[config.mk]
export PLATFORM = sky130hd
export DESIGN_NAME = gcpb_entry
export DESIGN_NICKNAME = d
export VERILOG_FILES = /design/src/rtl/assert_macros.svh /design/src/rtl/gcpb_pkg.sv /design/src/rtl/gcpb_entry.sv
export SDC_FILE = /design/constraint.sdc
export NUM_CORES = 1
export LEC_CHECK = 0
export BUFFER_PORTS_ARGS = -buffer_cell sky130_fd_sc_hd__buf_2
export CORE_ASPECT_RATIO = 0.75
export CORE_MARGIN = 2
export CORE_UTILIZATION = 25
export CTS_CLUSTER_SIZE = 24
export DETAILED_ROUTE_END_ITERATION = 6
export PLACE_DENSITY_LB_ADDON = 0.12
export SYNTH_ARGS = -nofsm -noshare
export SYNTH_HDL_FRONTEND = slang
export SYNTH_SLANG_ARGS = --single-unit
[constraint.sdc]
create_clock -name clk -period 3.3 [get_ports clk]
set_input_delay 0.66 -clock clk [delete_from_list [all_inputs] [get_ports clk]]
set_output_delay 0.66 -clock clk [all_outputs]
set_load 0.005 [all_outputs]
[src/rtl/assert_macros.svh]
// Shared assertion macros.
`ifndef ASSERT_MACROS_SVH
`define ASSERT_MACROS_SVH

// Immediate implication: antecedent implies consequent on the same edge.
`define GCPB_ASSERT_NOW(lbl, clk, rst, ante, cons, msg) \
  lbl: assert property (@(posedge clk) disable iff (rst) (ante) |-> (cons)) else $error(msg);

// Next-cycle implication.
`define GCPB_ASSERT_NEXT(lbl, clk, rst, ante, cons, msg) \
  lbl: assert property (@(posedge clk) disable iff (rst) (ante) |=> (cons)) else $error(msg);

`endif

[src/rtl/gcpb_pkg.sv]
package gcpb_pkg;

  localparam int XY_W = 27;
  localparam int Z_W = 24;
  localparam int FRAC_BITS = 16;
  localparam int INV_GAIN = 39797;
  localparam int HALF_PI = 1647099;
  localparam int MAX_BINS = 4096;
  localparam logic signed [7:0] MARK_VALUE = 8'sd100;

  typedef enum logic [1:0] {
    REG_CELL_SIZE  = 2'd0,
    REG_ANGLE_START = 2'd1,
    REG_BINS_PER_RAD = 2'd2,
    REG_NUM_BINS   = 2'd3
  } cfg_reg_t;

  typedef struct packed {
    logic [15:0]        cell_size;
    logic signed [15:0] angle_start;
    logic [15:0]        bins_per_radian;
    logic [12:0]        num_bins;
  } cfg_t;

  typedef struct packed {
    logic                  mark;
    logic                  active;
    logic signed [XY_W-1:0] x;
    logic signed [XY_W-1:0] y;
    logic signed [Z_W-1:0]  z;
    logic [7:0]            value;
  } stage_t;

  // atan(2^-i) in units of 2^-20 rad
  function automatic logic signed [Z_W-1:0] atan_units(input int step);
    logic signed [Z_W-1:0] a;
    unique case (step)
      0: a = Z_W'(823550);
      1: a = Z_W'(486170);
      2: a = Z_W'(256879);
      3: a = Z_W'(130396);
      4: a = Z_W'(65451);
      5: a = Z_W'(32757);
      6: a = Z_W'(16383);
      7: a = Z_W'(8192);
      8: a = Z_W'(4096);
      9: a = Z_W'(2048);
      10: a = Z_W'(1024);
      11: a = Z_W'(512);
      12: a = Z_W'(256);
      13: a = Z_W'(128);
      14: a = Z_W'(64);
      15: a = Z_W'(32);
      16: a = Z_W'(16);
      17: a = Z_W'(8);
      18: a = Z_W'(4);
      19: a = Z_W'(2);
      20: a = Z_W'(1);
      default: a = '0;
    endcase
    return a;
  endfunction

endpackage

[src/rtl/gcpb_entry.sv]
module gcpb_entry #(
  parameter int WINDOW_HALF = 25
) (
  input  logic                clk,
  input  logic                rst,
  input  logic                in_valid,
  output logic                in_stall,
  input  logic signed [7:0]   offset_x,
  input  logic signed [7:0]   offset_y,
  input  logic signed [7:0]   cell_value,
  output logic                down_valid,
  output gcpb_pkg::stage_t    down_word,
  input  logic                down_stall
);
  import gcpb_pkg::*;

  localparam logic signed [8:0] WIN_LO = 9'(-WINDOW_HALF);
  localparam logic signed [8:0] WIN_HI = 9'(WINDOW_HALF - 1);

  logic signed [8:0] dx9;
  logic signed [8:0] dy9;
  logic signed [XY_W-1:0] xs;
  logic signed [XY_W-1:0] ys;
  logic in_window;
  stage_t word_next;

  assign dx9 = {offset_x[7], offset_x};
  assign dy9 = {offset_y[7], offset_y};
  assign in_window = dx9 >= WIN_LO && dx9 <= WIN_HI && dy9 >= WIN_LO && dy9 <= WIN_HI;
  assign xs = {{(XY_W-8-FRAC_BITS){offset_x[7]}}, offset_x, {FRAC_BITS{1'b0}}};
  assign ys = {{(XY_W-8-FRAC_BITS){offset_y[7]}}, offset_y, {FRAC_BITS{1'b0}}};

  always_comb begin
    word_next = '0;
    word_next.value = cell_value;
    word_next.mark = in_window && cell_value == MARK_VALUE;
    word_next.active = word_next.mark && (offset_x != '0 || offset_y != '0);
    if (word_next.active) begin
      if (!offset_x[7]) begin
        word_next.x = xs;
        word_next.y = ys;
        word_next.z = '0;
      end else if (!offset_y[7]) begin
        word_next.x = ys;
        word_next.y = -xs;
        word_next.z = Z_W'(HALF_PI);
      end else begin
        word_next.x = -ys;
        word_next.y = xs;
        word_next.z = -Z_W'(HALF_PI);
      end
    end
  end

  assign in_stall = down_valid && down_stall;

  always_ff @(posedge clk) begin
    if (rst) begin
      down_valid <= 1'b0;
    end else if (!in_stall) begin
      down_valid <= in_valid;
    end
  end

  always_ff @(posedge clk) begin
    if (!in_stall) begin
      down_word <= word_next;
    end
  end

endmodule

==> reports/qor.yml <==
io_pins: 118
fmax_mhz: 450
cp_top_family: "compound AO/OA/AOI/OAI gates"
path_cells: "buf_2, inv_1, ha_1, nand2b_4, a311o_1, a21oi_2, nand4_4, a211oi_1"
dp_slack_ps: 808
clockRootBuffer: "clkbuf_8"
drv_cap: 0
cts_sinks: 35
drt_iter0_markers: 86
routed_wl_mm: 4.48
tns_ps: 0
yosys_most_used_dff: "edfxtp_1"
r2r_end: "down_word[8]$_SDFFCE_PN0N_"
arrival_ps: 2330
cp-end-kind: "flip-flop"
n_antenna_cell: 0
hold_start: "rst"
viasPerCell: 3.92
cts_setup_buffers: 0
synth_warnings: 0
drc: 0
synth_area_per_cell_um2: 11.3
gp_congestion: 0.725
insertion_delay_ps: 290
hold_class: "input pin to flip-flop"
layout_setup_ws_ps: 1080
worst_hold_path.num_cells: 2
grt_antenna_before_repair: 0
cts_buffer_depth: 2
grt_overflow_total: 0
rsz0062_at_grt: "no"
crit_buf_inv: 2
grt_pass1_vias: 1250
critPathMaxStageDelay_ps: 360
firstDrtPassIters: 4
rows: 28
crit_slowest_cell: "a311o_1"
ys_seq_area_share_pct: 50.1
grt_max_degree: 35
crit_required_ps: 3410
initial_core_util_pct: 26.0
hold_buffers: 0
cts_buffers: 5
htree_levels: 2
power.density_nw_per_um2: 395
min_period_ps: 2220
clkTransAtPathRegs_ps: 70
clock_skew_ps: 3.14
synth_area_um2: 2080
die-area_um2: 9070
ys_types: 35
critPathLaunchType: "input pin"
grt_pass1_wl_mm: 6.78
async_flop_share_pct: 0
synth_enable_flop_cells: 34
wl_per_cell_um: 12.4
route.vias.total: 1414
die_w_um: 109
drtAntennaViolNets: 0
die_h_um: 83.0
synthCells: 184
synth_seq_cells: 35
crit_type: "input pin to flip-flop"
cts-resized-gates: 0
drive_gt1_share_pct: 40.2
final-hold-violation-count: 0
finalCritPeriodShare_pct: 67.3
core_um2: 7990
dp.final_hpwl_mm: 3.27
status: "complete, no violations"
peakVddDrop_uv: 143
setup_viol_count_final: 0
nets: 287
min_to: "down_valid$_SDFFE_PP0N_"
ff2ff_setup_slack_ps: 2150
reg2reg_depth: 2
syn_to_final_growth_pct: 16.8
slew_violations: 0
io_buffers: 85
r2r-start: "down_valid$_SDFFE_PP0N_"
critPathMaxFanout: 15
grt_usage_pct: 9.91
cts_tree: "yes"
final_common_cell: "buf_2"
final_cell_mix: "buf_2 (85), conb_1 (38), edfxtp_1 (34), nor2_1 (23), inv_1 (9)"
p_leak_nw: 1.19
## layout make-up
cell class / count / area [µm²]
fill: 843 / 5560
tap: 105 / 131
sequential: 35 / 1040
multi-input combinational: 118 / 703
inverter: 9 / 33.8
clock inverter: 2 / 12.5
clock buffer: 6 / 72.6
timing repair buffer: 86 / 433
## metal layers
layer	vias up	track usage (%)	part of all wire [%]
li1	689	-	-
met1	659	13.4	47
met2	61	14.9	43
met3	5	3.22	8.5
met4	0	3.11	0.74
met5	-	0	0
## synth_stat cells, drive strengths merged, types with 3 or more instances
master,number,share of area (%)
a21oi,4,1.1
nand2,5,0.90
edfxtp,34,49
mux2i,4,1.9
nor3,3,1.2
nor2,23,4.2
xnor2,5,2.1
o21ai,3,0.72
ha,4,2.4
buf,57,21
a211oi,10,4.6
inv,9,1.6
## power by group
group	leakage, nW	total, mW	internal, mW	switching (mW)
Sequential	0.385	0.517	0.510	0.00756
Clock	0.0412	0.311	0.148	0.164
Combinational	0.763	0.131	0.0526	0.0783
Total	1.19	0.960	0.710	0.250
## cells by family (layout without fill, tap and decap cells)
logic type	Yosys count	count (layout)	synth area share (%)
adders and majority gates	4	4	2.41
AOI/OAI and AO/OA	22	22	8.55
other	1	38	0.180
muxes	4	4	1.93
DFF	35	35	50.1
xor gates and xnor gates	7	7	2.95
buffers and inverters	68	103	22.8
and+or+nand+nor	43	43	11.1
## worst register-to-register path, stage by stage (launching register included)
cell	delay [ps]
dfxtp_1	310
nand2_1	80
buf_4	400
## through the flow
| step | power, mW | std cells | hold slack, ps | util (%) | cell area [µm²] |
|---|---|---|---|---|---|
| 3_3_place_gp | 0.660 | 353 | 590 | 29.3 | 2340 |
| 2_1_floorplan | 0.632 | 221 | 732 | - | 2220 |
| 4_1_cts | 0.976 | 361 | 510 | 30.4 | 2430 |
| 6_report | 0.960 | 361 | 521 | 30.4 | 2430 |
| 3_5_place_dp | 0.660 | 353 | 603 | 29.3 | 2340 |
| 5_1_grt | 1.02 | 361 | 508 | 30.4 | 2430 |
## worst max path at each step
| stage | start | end | slack [ps] | cells past startpoint |
|---|---|---|---|---|
| floorplan | down_stall | in_stall | 1070 | 2 |
| global placement | offset_y[0] | down_word[53]$_SDFFCE_PN0N_ | 860 | 8 |
| detailed placement | offset_y[0] | down_word[77]$_SDFFCE_PN0N_ | 810 | 8 |
| CTS | offset_y[0] | down_word[53]$_SDFFCE_PN0N_ | 1050 | 8 |
| global route | offset_y[0] | down_word[53]$_SDFFCE_PN0N_ | 870 | 8 |
| finish | offset_y[0] | down_word[53]$_SDFFCE_PN0N_ | 1080 | 8 |
## registers in the layout, summed over array words and instances, names as in the netlist
register    count
down_valid      1
down_word      34
Power figures use the tool's default switching activity.
