## config.mk

```make
export PLATFORM = sky130hd
export DESIGN_NAME = gcpb_post
export DESIGN_NICKNAME = d
export VERILOG_FILES = /design/src/rtl/assert_macros.svh /design/src/rtl/gcpb_pkg.sv /design/src/rtl/gcpb_post.sv
export SDC_FILE = /design/constraint.sdc
export NUM_CORES = 2
export LEC_CHECK = 0
export BUFFER_PORTS_ARGS = -buffer_cell sky130_fd_sc_hd__buf_2
export CORE_ASPECT_RATIO = 2
export CORE_MARGIN = 1.5
export CORE_UTILIZATION = 60
export CTS_CLUSTER_DIAMETER = 80
export DETAILED_ROUTE_END_ITERATION = 8
export PLACE_DENSITY = 0.9
export SLEW_MARGIN = 10
export SYNTH_ARGS = -nofsm -noshare
export SYNTH_HDL_FRONTEND = slang
export SYNTH_SLANG_ARGS = --single-unit
export TNS_END_PERCENT = 30
```

## constraint.sdc

```tcl
create_clock -name clk -period 19 [get_ports clk]
set_clock_uncertainty 0.15 [all_clocks]
set_input_delay 0.95 -clock clk [delete_from_list [all_inputs] [get_ports clk]]
set_output_delay 0.95 -clock clk [all_outputs]
set_load 0.02 [all_outputs]
```

## src/rtl/assert_macros.svh

```systemverilog
// Shared assertion macros.
`ifndef ASSERT_MACROS_SVH
`define ASSERT_MACROS_SVH

// Immediate implication: antecedent implies consequent on the same edge.
`define GCPB_ASSERT_NOW(lbl, clk, rst, ante, cons, msg) \
  lbl: assert property (@(posedge clk) disable iff (rst) (ante) |-> (cons)) else $error(msg);

// Next-cycle implication.
`define GCPB_ASSERT_NEXT(lbl, clk, rst, ante, cons, msg) \
  lbl: assert property (@(posedge clk) disable iff (rst) (ante) |=> (cons)) else $error(msg);

`endif

```

## src/rtl/gcpb_pkg.sv

```systemverilog
package gcpb_pkg;

  localparam int XY_W = 27;
  localparam int Z_W = 24;
  localparam int FRAC_BITS = 16;
  localparam int INV_GAIN = 39797;
  localparam int HALF_PI = 1647099;
  localparam int MAX_BINS = 4096;
  localparam logic signed [7:0] MARK_VALUE = 8'sd100;

  typedef enum logic [1:0] {
    REG_CELL_SIZE  = 2'd0,
    REG_ANGLE_START = 2'd1,
    REG_BINS_PER_RAD = 2'd2,
    REG_NUM_BINS   = 2'd3
  } cfg_reg_t;

  typedef struct packed {
    logic [15:0]        cell_size;
    logic signed [15:0] angle_start;
    logic [15:0]        bins_per_radian;
    logic [12:0]        num_bins;
  } cfg_t;

  typedef struct packed {
    logic                  mark;
    logic                  active;
    logic signed [XY_W-1:0] x;
    logic signed [XY_W-1:0] y;
    logic signed [Z_W-1:0]  z;
    logic [7:0]            value;
  } stage_t;

  // atan(2^-i) in units of 2^-20 rad
  function automatic logic signed [Z_W-1:0] atan_units(input int step);
    logic signed [Z_W-1:0] a;
    unique case (step)
      0: a = Z_W'(823550);
      1: a = Z_W'(486170);
      2: a = Z_W'(256879);
      3: a = Z_W'(130396);
      4: a = Z_W'(65451);
      5: a = Z_W'(32757);
      6: a = Z_W'(16383);
      7: a = Z_W'(8192);
      8: a = Z_W'(4096);
      9: a = Z_W'(2048);
      10: a = Z_W'(1024);
      11: a = Z_W'(512);
      12: a = Z_W'(256);
      13: a = Z_W'(128);
      14: a = Z_W'(64);
      15: a = Z_W'(32);
      16: a = Z_W'(16);
      17: a = Z_W'(8);
      18: a = Z_W'(4);
      19: a = Z_W'(2);
      20: a = Z_W'(1);
      default: a = '0;
    endcase
    return a;
  endfunction

endpackage

```

## src/rtl/gcpb_post.sv

```systemverilog
module gcpb_post (
  input  logic             clk,
  input  logic             rst,
  input  gcpb_pkg::cfg_t   cfg,
  input  logic             up_valid,
  output logic             up_stall,
  input  gcpb_pkg::stage_t up_word,
  output logic             out_valid,
  input  logic             out_stall,
  output logic [7:0]       local_value,
  output logic             is_mark,
  output logic             bin_valid,
  output logic [11:0]      bin_index,
  output logic [23:0]      range_out
);
  import gcpb_pkg::*;

  localparam int D_W = Z_W + 1;
  localparam int PROD_W = D_W + 17;
  localparam int BIN_SHIFT = 28;
  localparam int BIN_W = PROD_W - BIN_SHIFT;
  localparam int R1_W = XY_W - 1 + 16;
  localparam int R2_W = R1_W + 16;
  localparam int RS_W = R2_W + 1 - 32;

  logic signed [D_W-1:0] diff;
  logic signed [PROD_W-1:0] prod;
  logic x_pos;
  logic [R1_W-1:0] r1_next;
  logic [12:0] limit;
  logic [R2_W:0] rsum;
  logic [RS_W-1:0] rs;

  logic vld1, vld2;
  logic st1, st2, st3;
  logic [7:0] val1, val2;
  logic mark1, mark2;
  logic signed [BIN_W-1:0] bin1;
  logic [R1_W-1:0] r1;
  logic bv2;
  logic [11:0] idx2;
  logic [R2_W-1:0] r2;

  assign diff = {{(D_W-Z_W){up_word.z[Z_W-1]}}, up_word.z}
              - {{(D_W-23){cfg.angle_start[15]}}, cfg.angle_start, 7'b0};
  assign prod = PROD_W'(diff) * $signed({1'b0, cfg.bins_per_radian});
  assign x_pos = !up_word.x[XY_W-1] && up_word.x != '0;
  assign r1_next = x_pos ? R1_W'(up_word.x[XY_W-2:0]) * R1_W'(INV_GAIN) : '0;
  assign limit = cfg.num_bins > 13'(MAX_BINS) ? 13'(MAX_BINS) : cfg.num_bins;
  assign rsum = {1'b0, r2} + (R2_W+1)'(33'h080000000);
  assign rs = rsum[R2_W:32];

  assign st3 = out_valid && out_stall;
  assign st2 = vld2 && st3;
  assign st1 = vld1 && st2;
  assign up_stall = st1;

  always_ff @(posedge clk) begin
    if (rst) begin
      vld1 <= 1'b0;
      vld2 <= 1'b0;
      out_valid <= 1'b0;
    end else begin
      if (!st1) vld1 <= up_valid;
      if (!st2) vld2 <= vld1;
      if (!st3) out_valid <= vld2;
    end
  end

  always_ff @(posedge clk) begin
    if (!st1) begin
      val1 <= up_word.value;
      mark1 <= up_word.mark;
      bin1 <= prod[PROD_W-1:BIN_SHIFT];
      r1 <= r1_next;
    end
    if (!st2) begin
      val2 <= val1;
      mark2 <= mark1;
      bv2 <= mark1 && !bin1[BIN_W-1] && bin1[12:0] < limit;
      idx2 <= (mark1 && !bin1[BIN_W-1] && bin1[12:0] < limit) ? bin1[11:0] : '0;
      r2 <= r1 * R1_W'(cfg.cell_size);
    end
    if (!st3) begin
      local_value <= val2;
      is_mark <= mark2;
      bin_valid <= bv2;
      bin_index <= idx2;
      range_out <= (rs[RS_W-1:24] != '0) ? 24'hFFFFFF : rs[23:0];
    end
  end

endmodule

```

==> impl_metrics.tcl <==
set metrics [dict create \
    asyncSetResetFlopFracSynth_pct 0 \
    setup-violations-final 0 \
    synth_area_leaders "sky130_fd_sc_hd__fa_1 47%, sky130_fd_sc_hd__ha_1 11%, sky130_fd_sc_hd__edfxtp_1 10%, sky130_fd_sc_hd__inv_1 9.9%, sky130_fd_sc_hd__nand2_1 6.5%" \
    detail_route.drc_violations 0 \
    synth.yosys.seq_area_share_pct 10.08 \
    yosys.cell_count.top_type "sky130_fd_sc_hd__inv_1" \
    timing.critical_path.slowest_stage_cell "sky130_fd_sc_hd__a221o_1" \
    cts-root-buf "sky130_fd_sc_hd__clkbuf_16" \
    synthCells 5081 \
    crit_top_cell "sky130_fd_sc_hd__fa_1" \
    ios 201 \
    slew_headroom_pct 18.17 \
    core.rowCount 147 \
    path_clk_slew_ns 0.09 \
    first_pass_iters 8 \
    vias_per_cell 5.968 \
    outcome "completed" \
    placeableCoreArea_um2 80010 \
    tritoncts_clock_tree "built" \
    fin_nets 6817 \
    finalCriticalPeriod_ns 10.30 \
    synth.cell_area_um2 48260 \
    start_util_pct 60.32 \
    antenna_found_initial 2 \
    worstSkewPairLatency_ns 0.48 \
    placement.io_buffers 172 \
    htreeDepth 4 \
    min_period_over_period_pct 54.21 \
    gr-usage-all-layers_pct 33.78 \
    synth_commonest_cells "1277 x sky130_fd_sc_hd__inv_1, 1124 x sky130_fd_sc_hd__fa_1, 832 x sky130_fd_sc_hd__nand2_1, 435 x sky130_fd_sc_hd__ha_1, 303 x sky130_fd_sc_hd__and2_1" \
    final_layout_size_suffix_gt1_share_pct 5.295 \
    dr_total_vias 36770 \
    cpLargestDelayFamily "compound AO/OA/AOI/OAI gates" \
    wirelength_um 131500 \
    chipHeight_um 404.1 \
    mappedNetlistNets 6793 \
    area_growth_syn_to_layout_pct 4.825 \
    yosys_register_bits 163 \
    yosys_warning_total 0 \
    worstPathBufferInverterCount 6 \
    maxSlewViolCount 0 \
    critical_path_peak_fanout 20 \
    cts_inserted_buffers 17 \
    grt_start_max_net_pins 66 \
    clockBufferDepth 2 \
    number_of_violations_reported_at_the_end_of_detailed_routing_iteration_0 2752 \
    cp.required_ns 19.09 \
    synth.distinct_cells 74 \
    grt_pass1_wl_um 210500 \
    globalRoute.totalOverflow 0 \
    postRouteAntennaNets 0 \
    place.detailed.hpwl_um 100600 \
    endpoint_kind "register" \
    primary_flip_flop_cell_chosen_by_synthesis_mapping "sky130_fd_sc_hd__edfxtp_1" \
    worst-endpoint-arrival_ns 10.39 \
    cts_num_sinks 163 \
    first_global_vias 42520 \
    report.final.hold_viol_count 0 \
    count_of_flip_flops_with_a_built_in_enable_after_synthesis 160 \
    critical_path.startpoint_type "input port" \
    rsz0062_at_grt "no" \
    worstSetupPathType "in2reg" \
    synth_top_cell_area_share_pct 46.62 \
    synth_top_cell_by_area "sky130_fd_sc_hd__fa_1" \
    maxCapViolCount 0 \
    drt-wirelength-per-cell_um 21.34 \
    design.die.area_um2 82250 \
    chipWidth_um 203.5 \
    cts_hold_buf 0 \
    holdCritPathClass "reg2reg" \
    syn_avg_cell_area_um2 9.499 \
    max_stage_delay_ns 0.77 \
    final_weighted_congestion_in_routability_driven_placement 0.9991 \
    postCtsResizedCells 0 \
    tightest_slew_ns 1.227 \
    post-cts-setup-buffers 0 \
    clock.fmax_ghz 0.09709 \
    fin_setup_tns_ns 0 \
]
## state kept, by name (all words and copies together), names as in the netlist
signal,cells
r1,42
r2,27
range_out,24
bin1,14
bin_index,12
idx2,12
local_value,8
val1,8
val2,8
bin_valid,1
bv2,1
is_mark,1
mark1,1
mark2,1
out_valid,1
vld1,1
vld2,1
## per-stage QoR
stage	cells	area (um^2)	hold slack [ns]	utilization (%)	setup WS [ns]
after CTS	6161	50590	0.2697	63.23	9.024
after global routing	6161	50590	0.2745	63.23	8.389
after floorplan	5081	48260	0.2503	-	10.44
after global placement	6129	49960	0.2516	62.44	8.821
after detailed placement	6129	49960	0.2556	62.44	8.545
final	6162	50590	0.2670	63.23	8.701
## final cells by class
class | instances | area, um^2
fill | 5891 | 29420
tap | 1043 | 1305
antenna | 1 | 2.502
clock buffer | 17 | 425.4
multi-input combinational | 3445 | 37920
inverter | 1278 | 4797
sequential | 163 | 4865
timing repair buffer | 200 | 1071
clock inverter | 15 | 206.4
## cell families after synthesis
logic type               Yosys count  share of synthesized area, %
adder cells (fa/ha/maj)         1564                         58.00
flip-flops                       163                         10.08
XOR/XNOR                         122                         2.214
multiplexers                       3                       0.06481
AO/OA/AOI/OAI                    327                         4.597
buffers and inverters           1473                         11.49
AND/OR/NAND/NOR                 1429                         13.55
## cells in the final DEF, fill, tap and decap left out, types with 7 or more instances in the layout
| cell | netlist | final |
|---|---|---|
| sky130_fd_sc_hd__inv_1 | 1277 | 1276 |
| sky130_fd_sc_hd__fa_1 | 1124 | 1124 |
| sky130_fd_sc_hd__nand2_1 | 832 | 830 |
| sky130_fd_sc_hd__ha_1 | 435 | 435 |
| sky130_fd_sc_hd__and2_1 | 303 | 303 |
| sky130_fd_sc_hd__buf_2 | 5 | 172 |
| sky130_fd_sc_hd__edfxtp_1 | 160 | 160 |
| sky130_fd_sc_hd__nor2_1 | 104 | 104 |
| sky130_fd_sc_hd__a21oi_1 | 90 | 90 |
| sky130_fd_sc_hd__xnor2_1 | 78 | 73 |
| sky130_fd_sc_hd__a21o_1 | 56 | 56 |
| sky130_fd_sc_hd__o21ai_0 | 54 | 54 |
| sky130_fd_sc_hd__xor2_1 | 44 | 41 |
| sky130_fd_sc_hd__nand3_1 | 34 | 34 |
| sky130_fd_sc_hd__nand2b_1 | 34 | 34 |
| sky130_fd_sc_hd__and3_1 | 28 | 28 |
| sky130_fd_sc_hd__buf_4 | 2 | 28 |
| sky130_fd_sc_hd__nor3_1 | 24 | 24 |
| sky130_fd_sc_hd__nor2b_1 | 22 | 22 |
| sky130_fd_sc_hd__nand4_1 | 19 | 19 |
| sky130_fd_sc_hd__a211oi_1 | 17 | 17 |
| sky130_fd_sc_hd__clkbuf_16 | 0 | 17 |
| sky130_fd_sc_hd__o21a_1 | 13 | 13 |
| sky130_fd_sc_hd__o211ai_1 | 12 | 12 |
| sky130_fd_sc_hd__nor4_1 | 10 | 10 |
| sky130_fd_sc_hd__o21bai_1 | 9 | 9 |
| sky130_fd_sc_hd__a31oi_1 | 9 | 9 |
| sky130_fd_sc_hd__o21ai_1 | 8 | 8 |
| sky130_fd_sc_hd__a21boi_0 | 7 | 7 |
## layer usage
layer | wire, um | vias up | track usage [%]
li1 | - | 15070 | -
met4 | 14760 | 4 | 32.03
met1 | 37020 | 18230 | 32.30
met2 | 68030 | 2329 | 59.31
met3 | 11650 | 1140 | 7.175
met5 | 34 | - | 0
## final timing paths
check                  startpoint                       end  slack, ns  cells past startpoint
max                       cfg[30]        bin1[10]$_DFFE_PN_       8.70                     34
min             val2[4]$_DFFE_PN_  local_value[4]$_DFFE_PN_       0.27                      0
max reg2reg  r1[11]$_SDFFCE_PN0N_          r2[44]$_DFFE_PN_      11.08                     21
min reg2reg     val2[4]$_DFFE_PN_  local_value[4]$_DFFE_PN_       0.27                      0
Power is not shown: default switching activity piles up to over one toggle a cycle in this logic, so the estimate is an artifact.
