### config.mk
export PLATFORM = sky130hd
export DESIGN_NAME = gcpb_cell
export DESIGN_NICKNAME = d
export VERILOG_FILES = /design/src/rtl/assert_macros.svh /design/src/rtl/gcpb_pkg.sv /design/src/rtl/gcpb_cell.sv
export SDC_FILE = /design/constraint.sdc
export NUM_CORES = 1
export LEC_CHECK = 0
export BUFFER_PORTS_ARGS = -buffer_cell sky130_fd_sc_hd__buf_2
export CORE_ASPECT_RATIO = 0.5
export CORE_MARGIN = 2
export CORE_UTILIZATION = 45
export CTS_CLUSTER_SIZE = 16
export DETAILED_ROUTE_END_ITERATION = 6
export PLACE_DENSITY = 0.67
export SYNTH_ARGS = -nofsm -noshare
export SYNTH_HDL_FRONTEND = slang
export SYNTH_SLANG_ARGS = --single-unit
export TNS_END_PERCENT = 20
### constraint.sdc
create_clock -name clk -period 4.8 [get_ports clk]
set_input_delay 0 -clock clk [delete_from_list [all_inputs] [get_ports clk]]
set_output_delay 0 -clock clk [all_outputs]
set_load 0.03 [all_outputs]
### src/rtl/assert_macros.svh
// Shared assertion macros.
`ifndef ASSERT_MACROS_SVH
`define ASSERT_MACROS_SVH

// Immediate implication: antecedent implies consequent on the same edge.
`define GCPB_ASSERT_NOW(lbl, clk, rst, ante, cons, msg) \
  lbl: assert property (@(posedge clk) disable iff (rst) (ante) |-> (cons)) else $error(msg);

// Next-cycle implication.
`define GCPB_ASSERT_NEXT(lbl, clk, rst, ante, cons, msg) \
  lbl: assert property (@(posedge clk) disable iff (rst) (ante) |=> (cons)) else $error(msg);

`endif

### src/rtl/gcpb_pkg.sv
package gcpb_pkg;

  localparam int XY_W = 27;
  localparam int Z_W = 24;
  localparam int FRAC_BITS = 16;
  localparam int INV_GAIN = 39797;
  localparam int HALF_PI = 1647099;
  localparam int MAX_BINS = 4096;
  localparam logic signed [7:0] MARK_VALUE = 8'sd100;

  typedef enum logic [1:0] {
    REG_CELL_SIZE  = 2'd0,
    REG_ANGLE_START = 2'd1,
    REG_BINS_PER_RAD = 2'd2,
    REG_NUM_BINS   = 2'd3
  } cfg_reg_t;

  typedef struct packed {
    logic [15:0]        cell_size;
    logic signed [15:0] angle_start;
    logic [15:0]        bins_per_radian;
    logic [12:0]        num_bins;
  } cfg_t;

  typedef struct packed {
    logic                  mark;
    logic                  active;
    logic signed [XY_W-1:0] x;
    logic signed [XY_W-1:0] y;
    logic signed [Z_W-1:0]  z;
    logic [7:0]            value;
  } stage_t;

  // atan(2^-i) in units of 2^-20 rad
  function automatic logic signed [Z_W-1:0] atan_units(input int step);
    logic signed [Z_W-1:0] a;
    unique case (step)
      0: a = Z_W'(823550);
      1: a = Z_W'(486170);
      2: a = Z_W'(256879);
      3: a = Z_W'(130396);
      4: a = Z_W'(65451);
      5: a = Z_W'(32757);
      6: a = Z_W'(16383);
      7: a = Z_W'(8192);
      8: a = Z_W'(4096);
      9: a = Z_W'(2048);
      10: a = Z_W'(1024);
      11: a = Z_W'(512);
      12: a = Z_W'(256);
      13: a = Z_W'(128);
      14: a = Z_W'(64);
      15: a = Z_W'(32);
      16: a = Z_W'(16);
      17: a = Z_W'(8);
      18: a = Z_W'(4);
      19: a = Z_W'(2);
      20: a = Z_W'(1);
      default: a = '0;
    endcase
    return a;
  endfunction

endpackage

### src/rtl/gcpb_cell.sv
module gcpb_cell #(
  parameter int STEP = 0
) (
  input  logic             clk,
  input  logic             rst,
  input  logic             up_valid,
  output logic             up_stall,
  input  gcpb_pkg::stage_t up_word,
  output logic             down_valid,
  output gcpb_pkg::stage_t down_word,
  input  logic             down_stall
);
  import gcpb_pkg::*;

  localparam logic signed [Z_W-1:0] ANG = atan_units(STEP);

  logic signed [XY_W-1:0] xs;
  logic signed [XY_W-1:0] ys;
  stage_t word_next;

  assign xs = up_word.x >>> STEP;
  assign ys = up_word.y >>> STEP;

  always_comb begin
    word_next = up_word;
    if (up_word.active) begin
      if (!up_word.y[XY_W-1]) begin
        word_next.x = up_word.x + ys;
        word_next.y = up_word.y - xs;
        word_next.z = up_word.z + ANG;
      end else begin
        word_next.x = up_word.x - ys;
        word_next.y = up_word.y + xs;
        word_next.z = up_word.z - ANG;
      end
    end
  end

  assign up_stall = down_valid && down_stall;

  always_ff @(posedge clk) begin
    if (rst) begin
      down_valid <= 1'b0;
    end else if (!up_stall) begin
      down_valid <= up_valid;
    end
  end

  always_ff @(posedge clk) begin
    if (!up_stall) begin
      down_word <= word_next;
    end
  end

endmodule

==> metrics.md, run 1 <==
| Metric | Value |
|---|---|
| Status | `finished clean` |
| Synth Instances | `~1100` |
| RSZ-0062 raised after global routing | `no` |
| Largest net degree at the start of global routing | `74` |
| Setup CP Type | `input port to register` |
| Worst-Margin Slew | `0.882 ns` |
| Hold buffers post-CTS | `39` |
| Sequential Area | `~0.0027 mm2` |
| Max rail drop VDD | `approximately 170 uV` |
| Fill cell count | `1853` |
| Clock Pin Slew Worst Setup and Hold Paths | `0.07 ns` |
| HP Class | `input port to register` |
| Multi-input gate area | `just under 0.006 mm2` |
| Rel. slew slack | `between 40% and 50%` |
| CP arrival | `~3.7 ns` |
| All-Layer GR Usage | `roughly a quarter` |
| Period utilisation layout | `between 70% and 80%` |
| Layout Utilization | `a little under three fifths` |
| Synth Area per Inst | `roughly 8.6 um2` |
| Fin worst setup slack | `1.27 ns` |
| Vias in the first global route | `8126` |
| Detailed placement HPWL | `19.5 mm` |
| Slew Viols, Final | `0` |
| Leak pwr | `0.00490 uW` |
| Fin crit period | `between 3 and 4 ns` |
| Post-place setup slack | `approximately 1.0 ns` |
| Final hold violation count | `0` |
| P&R area growth vs syn | `19.1%` |
| Post-CTS setup buffers | `0` |
| Most common cell after layout, fill and taps aside | `buf_2` |
| Net Count, Synth | `1258` |
| Ys Warns | `0` |
| Power Dens Cells | `279 mW/mm2` |
| Rows | `36` |
| Via density | `approximately 5.6` |
| Final Non-Filler Cells | `approximately 1500` |
| WL final | `26.3 mm` |
| Starting Density | `between 40% and 50%` |
| Layout cells sized above 1 | `19.3%` |
| WHS Endpoint | `down_word[9]` |
| Netlist Area Pre-Place | `a little over 0.009 mm2` |
| DR WL/cell | `17.4 um` |
| Max Cap Viol | `0` |
| CTS root buf | `clkbuf_16` |
| Resized Gates After CTS | `0` |
| Die Ht | `105 um` |
| Routability Congestion | `between 0.9 and 1` |
| CTS tree | `done` |
| Drt pass-1 iters | `5` |
| Final Net Count | `approximately 1400` |
| Netlist cell types | `between 60 and 70` |
| Critical Path RT | `4.92 ns` |
| Register area share after synthesis | `between 20% and 30%` |
| IO buf count | `roughly 180` |
| Post-DRT Antenna Nets | `0` |
| R2R Path End | `down_valid` |
| Global route overflow | `0` |
| Dominant synthesized flop cell | `edfxtp_1` |
| Antenna diodes | `0` |
| First-pass GRT wire length | `around 42 mm` |
| Clock sink total | `about 90` |
| Via count | `roughly 8500` |
| Register-to-register setup slack | `between 2 and 2.5 ns` |
| Crit end category | `register` |
| Placed Instances | `about 1500` |
| CP startpoint kind | `input port` |
| Core ar. | `between 0.015 and 0.02 mm2` |
| Commonest non-fill, non-tap cells in the layout | `180 x buf_2, 139 x a21oi_1, 108 x ha_1` |
| Maximum buffer depth of the clock tree | `2` |
| H-tree lvl count | `3` |
| Initial drt markers | `640` |
| Peak Freq | `roughly 280 MHz` |
| Num CTS Buffers | `9` |
| Skew final | `between 0.006 and 0.007 ns` |
| Final routed DRC violation total | `0` |
| WHS Path Cells | `2` |
| Number of synthesized flops with an enable pin | `slightly below 90` |
| R2R cell count | `6` |
| Final setup fails | `0` |
| Async S/R FF share, synth | `0%` |
| Setup TNS | `0 ns` |
| Clock latency on the worst-skew pair | `0.37 ns` |
| Die width | `~210 um` |
| Synthesis-stage register bit count | `89` |
| RR Startpoint | `down_valid` |
| HP Start | `up_word[9]` |
| Post-route cell area | `0.0108 mm2` |
| IO Pins | `around 180` |
| Critical path fanouts, max | `8` |
| Post-DP Area | `between 0.01 and 0.015 mm2` |
| Antenna violations before repair | `0` |
| DIE AREA | `roughly 0.021 mm2` |
==> worst max-delay path, stage by stage <==
cell and delay (ns):
dlygate4sd3_1 0.52, buf_2 0.13, inv_1 0.04, ha_1 0.41, inv_1 0.22, o21ai_0 0.12, a221oi_1 0.66, a31oi_1 0.28
a21oi_1 0.54, a311oi_1 0.25, a22oi_1 0.23, nand2_1 0.09, xnor2_1 0.15
==> stage by stage <==
step           hold slack [ns]  total power (uW)
2_1_floorplan           0.0724              1950
3_3_place_gp             0.157              2270
3_5_place_dp             0.171              2280
4_1_cts               0.000302              3040
5_1_grt                 0.0138              3190
6_report                0.0164              3030
==> where the power goes <==
group	internal, uW	total (uW)	switching [uW]
clock network	372	721	348
logic	470	1290	822
registers	989	1020	27.5
==> synthesized netlist by cell type (20+ instances only) <==
| cell type | number | share of area, % |
|---|---|---|
| a21o_1 | 33 | 2.7 |
| ha_1 | 108 | 15 |
| inv_1 | 92 | 3.8 |
| mux2_2 | 20 | 2.5 |
| xnor2_1 | 61 | 5.9 |
| nand2_1 | 47 | 1.9 |
| a21oi_1 | 139 | 7.6 |
| o21ai_0 | 56 | 3.1 |
| clkbuf_1 | 30 | 1.2 |
| nor2_1 | 105 | 4.3 |
| edfxtp_1 | 88 | 29 |
| o21bai_1 | 22 | 1.8 |
==> cells by family after synthesis <==
family	Yosys count	share of synthesized area [%]
simple gates	253	13.2
xor+xnor	70	6.73
buf+inv	145	6.27
fa+ha+maj	112	15.7
flops	89	29.2
mux	39	4.56
compound gates	346	24.3
==> cell type report <==
class	count	share of cell area [%]
clock buffers	10	2.20
flip-flops and latches	89	24.6
repair buffers	224	12.3
clock inverters	6	0.450
inverters	93	3.22
well taps	266	3.07
multi-input cells	820	54.2
==> state kept, by name, summed over array words and instances (netlist names) <==
register and flops:
down_word 88, down_valid 1
==> worst max-delay path by stage <==
| stage | startpoint | endpoint | slack, ns | depth (start not counted) |
|---|---|---|---|---|
| 3_3_place_gp | up_word[58] | down_word[31] | 1.20 | 13 |
| 2_1_floorplan | up_word[58] | down_word[31] | 1.43 | 13 |
| 3_5_place_dp | up_word[58] | down_word[31] | 1.04 | 13 |
| 5_1_grt | up_word[58] | down_word[29] | 1.07 | 13 |
| 4_1_cts | up_word[58] | down_word[29] | 1.39 | 13 |
| 6_report | up_word[37] | down_word[85] | 1.27 | 13 |
==> routing by layer <==
layer  global-route usage [%]  part of all wire, %  routed length (um)  vias to the layer above
li1                         -                    -                   -                     4174
met1                     33.5                   47               12400                     3984
met2                     39.2                   45               11900                      293
met3                     4.15                  5.9                1540                       34
met4                     6.73                  1.7                 437                        0
met5                        0                    0                   0                        -
(Power assumes the default switching activity.)
==> run 2: changes to the inputs <==
--- a/config.mk
+++ b/config.mk
@@ -11,7 +11,7 @@
 export CORE_UTILIZATION = 45
 export CTS_CLUSTER_SIZE = 16
 export DETAILED_ROUTE_END_ITERATION = 6
-export PLACE_DENSITY = 0.67
+export PLACE_DENSITY = 0.7
 export SYNTH_ARGS = -nofsm -noshare
 export SYNTH_HDL_FRONTEND = slang
 export SYNTH_SLANG_ARGS = --single-unit
==> constraint.sdc (replaced) <==
create_clock -name clk -period 3 [get_ports clk]
set_input_delay 0 -clock clk [delete_from_list [all_inputs] [get_ports clk]]
set_output_delay 0 -clock clk [all_outputs]
set_load 0.03 [all_outputs]
==> run 2 against run 1 <==
Compared with the run above: highest routed layer unchanged; global-route usage grew 0.87 points; count of clock-buffer cells in the layout is the same; die area unchanged; clock power increased by 55%; power rose by 62%.
==> metrics.md, run 2 (synthesis results as in run 1) <==
| Metric | Value |
|---|---|
| Antenna violations before repair | `0` |
| Global route overflow | `0` |
| HP Class | `input port to register` |
| Layout cells sized above 1 | `a little under a quarter` |
| H-tree lvl count | `3` |
| Routability Congestion | `around 1.0` |
| CTS tree | `done` |
| Drt pass-1 iters | `5` |
| CP max stage cell | `dlygate4sd3_1` |
| Detailed placement HPWL | `~20 mm` |
| Reg with most FFs | `down_word` |
| Post-DRT Antenna Nets | `0` |
| All-Layer GR Usage | `25.2%` |
| Peak Freq | `between 300 and 400 MHz` |
| Skew final | `approximately 0.0054 ns` |
| Initial drt markers | `between 600 and 700` |
| Placed Instances | `between 1500 and 2000` |
| WP buf/inv | `2` |
| IO Pins | `between 150 and 200` |
| Rel. slew slack | `between 20% and 30%` |
| DR WL/cell | `approximately 17 um` |
| Final routed DRC violation total | `0` |
| CP startpoint kind | `input port` |
| Critical Path RT | `~3.1 ns` |
| Final setup fails | `0` |
| Slew Viols, Final | `0` |
| Core ar. | `0.0196 mm2` |
| P&R area growth vs syn | `23.4%` |
| Via density | `between 5 and 6` |
| Critical path's top delay family | `compound AO/OA/AOI/OAI gates` |
| Post-DP Area | `around 0.011 mm2` |
| Final Hold Slack | `about 0.015 ns` |
| Final hold violation count | `0` |
| Crit-path cells | `dlygate4sd3_1, buf_2, ha_1, and3_1, a221o_1, o311a_1, o21a_2, a221oi_4, o21bai_2, mux2i_1, o21ai_1, xnor2_1` |
| First-pass GRT wire length | `approximately 43 mm` |
| Die Ht | `~100 um` |
| CTS root buf | `clkbuf_16` |
| Die width | `roughly 210 um` |
| Rows | `36` |
| Antenna diodes | `0` |
| Setup CP Type | `input port to register` |
| Vias in the first global route | `8622` |
| Pwr Total | `between 4000 and 5000 uW` |
| Via count | `just under 9000` |
| Crit end category | `register` |
| Commonest non-fill, non-tap cells in the layout | `180 x buf_2, 139 x a21oi_1, 106 x ha_1` |
| WL final | `between 20 and 30 mm` |
| CP arrival | `roughly 3 ns` |
| Leak pwr | `0.00515 uW` |
| Num CTS Buffers | `9` |
| Largest regs | `down_word: 88 flops, down_valid: 1 flops` |
| Period utilisation layout | `95.0%` |
| Critical path fanouts, max | `3` |
| Status | `finished clean` |
| CP peak stage delay | `approximately 0.54 ns` |
| Post-route cell area | `~0.011 mm2` |
| Maximum buffer depth of the clock tree | `2` |
| IO buf count | `between 150 and 200` |
| DIE AREA | `approximately 0.021 mm2` |
| Max rail drop VDD | `approximately 300 uV` |
| Worst-Margin Slew | `roughly 1.2 ns` |
| Max Cap Viol | `0` |
| Setup TNS | `0 ns` |
| Clock Pin Slew Worst Setup and Hold Paths | `~0.07 ns` |
| Starting Density | `between 40% and 50%` |
| Largest net degree at the start of global routing | `110` |
| Max reg flops | `88` |
| Clock sink total | `89` |
| Most common cell after layout, fill and taps aside | `buf_2` |
| Power Dens Cells | `around 440 mW/mm2` |
| Final Net Count | `about 1500` |
| Clock latency on the worst-skew pair | `approximately 0.36 ns` |
| Fin crit period | `2.85 ns` |
| Final Non-Filler Cells | `roughly 1600` |
==> run 2: cell types whose count changed in the layout (fill, tap and decap cells not counted), sizes merged <==
cell / change
buf: +57
clkinv: -2
clkinvlp: +1
dlygate4sd3: -7
inv: +1
==> run 2: final timing paths <==
| check | from | endpoint | slack [ns] | depth (start not counted) |
|---|---|---|---|---|
| worst min register to register | down_valid | down_word[27] | 1.11 | 1 |
| worst max register to register | down_valid | down_valid | 0.90 | 6 |
| worst max-delay path | up_word[12] | down_word[31] | 0.15 | 12 |
| worst min-delay path | up_word[43] | down_word[43] | 0.02 | 3 |
==> run 2: cell type report <==
type / count / area, um2
fillers: 1765 / 8400
multi-input cells: 820 / 5910
flip-flops and latches: 89 / 2660
repair buffers: 274 / 1700
inverters: 93 / 349
well taps: 266 / 333
clock buffers: 10 / 229
clock inverters: 6 / 47.5
==> run 2: per-layer routing <==
layer	vias to the layer above	share of wire [%]	track usage, %
met4	0	1.8	7.19
met2	310	47	42.1
met5	-	0	0
met3	36	6.7	4.46
li1	4256	-	-
met1	4052	45	33.3
==> run 2: stage by stage <==
| stage | worst slack [ns] | utilization [%] |
|---|---|---|
| floorplan | -0.272 | - |
| global placement | -0.0310 | 54.0 |
| finish | 0.150 | 57.2 |
| detailed placement | -0.129 | 54.0 |
| CTS | 0.0124 | 57.0 |
| global route | -0.00716 | 57.2 |
==> run 2: tightest hold or removal path, delay by kind of cell <==
family / cells / cell delay (ns)
and+or+nand+nor: 1 / 0.04
AOI/OAI and AO/OA: 1 / 0.10
buffers and inverters: 1 / 0.11
==> run 2: timing repair <==
action / CTS / global route
endpoints found under the setup margin: 0 / 3
hold buffers: 32 / 0
hold endpoints to repair: 31 / 0
setup buffers: 0 / 1
resized for setup: 0 / 5
==> run 2: where the power goes <==
group	leakage, uW	switching (uW)	internal, uW	total, uW
logic	0.00411	1340	835	2180
clock network	0.000134	546	573	1120
registers	0.000912	42.6	1580	1630
==> run 3: changes to the inputs <==
==> constraint.sdc (replaced) <==
create_clock -name clk -period 3 [get_ports clk]
set_input_delay 0.15 -clock clk [delete_from_list [all_inputs] [get_ports clk]]
set_output_delay 0.15 -clock clk [all_outputs]
set_load 0.03 [all_outputs]
==> run 3 against run 2 <==
Compared with the run above: die area unchanged; register-to-register slack better by 0.31 ns; clock power up 15%; worst setup slack better by 0.085 ns; clock skew up 0.0038 ns; sequential power about the same; via count up 0.92%; routed wire length down 0.16%; largest power group unchanged.
==> metrics.md, run 3 (synthesis results as in run 1) <==
| Metric | Value |
|---|---|
| Sequential Area | `0.00266 mm2` |
| Final routed DRC violation total | `0` |
| Resized Gates After CTS | `0` |
| Clock Pin Slew Worst Setup and Hold Paths | `0.07 ns` |
| Skew final | `between 0.009 and 0.01 ns` |
| DIE AREA | `between 0.02 and 0.025 mm2` |
| IO Pins | `182` |
| Vias in the first global route | `~8400` |
| Max rail drop VDD | `302 uV` |
| Detailed placement HPWL | `approximately 21 mm` |
| Core ar. | `0.0196 mm2` |
| DR WL/cell | `approximately 17 um` |
| Switching Share | `a little under two fifths` |
| Largest regs | `down_word: 88 flops, down_valid: 1 flops` |
| Max Cap Viol | `0` |
| Most common cell after layout, fill and taps aside | `buf_2` |
| Layout cells sized above 1 | `roughly a quarter` |
| Period utilisation layout | `approximately 92%` |
| Reg with most FFs | `down_word` |
| Largest net degree at the start of global routing | `69` |
| CP arrival | `around 2.9 ns` |
| WL final | `~27 mm` |
| Crit-path cells | `buf_2, inv_1, ha_1, buf_4, nand2b_1, a221oi_1, o31ai_1, a21boi_0, nor2_1, a211oi_1, o41ai_1, xnor2_1, mux2i_1` |
| Routability Congestion | `1.01` |
| Initial drt markers | `about 750` |
| Maximum buffer depth of the clock tree | `2` |
| Die Ht | `between 100 and 150 um` |
| WL met2 | `about 12 mm` |
| Worst-Margin Slew | `between 0.7 and 0.8 ns` |
| Post-place setup slack | `-0.0462 ns` |
| Fin crit period | `2.76 ns` |
| CP max stage cell | `a21boi_0` |
| Clock sink total | `89` |
| CP startpoint kind | `input port` |
| Crit end category | `register` |
| Status | `finished clean` |
| Flop pwr share | `31.9%` |
| Via count | `8734` |
| Clk pwr share | `25.3%` |
| Power Dens Cells | `451 mW/mm2` |
| Final hold violation count | `0` |
| Critical path's top delay family | `compound AO/OA/AOI/OAI gates` |
| All-Layer GR Usage | `between 20% and 30%` |
| Starting Density | `between 40% and 50%` |
| P&R area growth vs syn | `24.0%` |
| H-tree lvl count | `3` |
| CTS root buf | `clkbuf_16` |
| Cell Int Power | `~3200 uW` |
| Leak pwr | `about 0.0052 uW` |
| Fill cell count | `between 1500 and 2000` |
| RSZ-0062 raised after global routing | `no` |
| Commonest non-fill, non-tap cells in the layout | `180 x buf_2, 139 x a21oi_1, 105 x nor2_1, 105 x ha_1, 92 x inv_1` |
| Peak Freq | `about 360 MHz` |
| Max Used Layer | `met4` |
| Setup CP Type | `input port to register` |
| IO buf count | `~180` |
| Multi-input gate area | `between 0.005 and 0.006 mm2` |
| Post-DP Area | `between 0.01 and 0.015 mm2` |
| Global route overflow | `0` |
| Via density | `5.59` |
| Final setup fails | `0` |
| Fin worst setup slack | `about 0.24 ns` |
| Metal3 WL | `around 1.7 mm` |
| Switching power | `slightly below 2000 uW` |
| Drt pass-1 iters | `5` |
| Clock latency on the worst-skew pair | `around 0.36 ns` |
| Comb pwr share | `between 40% and 50%` |
| CP peak stage delay | `0.49 ns` |
| Antenna violations before repair | `0` |
| Slew Viols, Final | `0` |
| Rel. slew slack | `50.2%` |
| Post-DRT Antenna Nets | `0` |
| Placed Instances | `roughly 1500` |
| WP buf/inv | `3` |
| Final Non-Filler Cells | `approximately 1600` |
| CTS tree | `done` |
| Final Hold Slack | `about 0.085 ns` |
| HP Class | `input port to register` |
| Critical path fanouts, max | `13` |
| Die width | `~200 um` |
| First-pass GRT wire length | `roughly 42 mm` |
| Final Net Count | `about 1500` |
| Num CTS Buffers | `9` |
| Antenna diodes | `0` |
| Max reg flops | `between 80 and 90` |
| Wire length on met1 | `12.4 mm` |
| Rows | `36` |
| Post-route cell area | `approximately 0.011 mm2` |
| Critical Path RT | `approximately 3.1 ns` |
==> run 3: changes by cell type in the layout (fill, tap and decap cells not counted), sizes merged <==
cell,delta
buf,+25
inv,-1
bufinv,+2
clkinvlp,-1
dlygate4sd3,-20
==> run 3: layout make-up <==
cell class,instances,area share [%]
Multi-Input combinational cell,820,52.4
Sequential cell,89,23.6
Timing Repair Buffer,279,15.0
Inverter,93,3.14
Tap cell,266,2.95
Clock buffer,10,2.03
Clock inverter,6,0.864
==> run 3: path summary, 6_finish.rpt <==
check              start             to  slack, ns  cells past startpoint
max reg2reg   down_valid     down_valid       1.21                      5
max          up_word[46]  down_word[82]       0.24                     13
min          up_word[31]  down_word[31]       0.09                      2
min reg2reg   down_valid  down_word[30]       1.09                      1
==> run 3: timing repair <==
item,CTS,global route
setup buffers,0,0
hold buffers,12,0
hold endpoints to repair,11,0
==> run 3: metal layers <==
metal  up-vias  GRT usage (%)
met1      4085           33.8
met4         0           7.45
met5         -              0
li1       4280              -
met2       328           39.6
met3        41           4.62
==> run 3: power groups by stage <==
stage          combinational (uW)  clock [uW]  sequential (uW)
2_1_floorplan                1100           0             2020
3_3_place_gp                 2120           0             1650
3_5_place_dp                 2140           0             1650
4_1_cts                      2160        1320             1630
5_1_grt                      2360        1370             1640
6_report                     2180        1290             1630
==> run 3: metrics by stage <==
step           util, %  power, uW  setup TNS (ns)
2_1_floorplan        -       3130        -0.00821
3_3_place_gp      55.2       3770               0
4_1_cts           57.5       5120               0
5_1_grt           57.5       5370               0
3_5_place_dp      55.2       3800          -0.158
6_report          57.5       5100               0
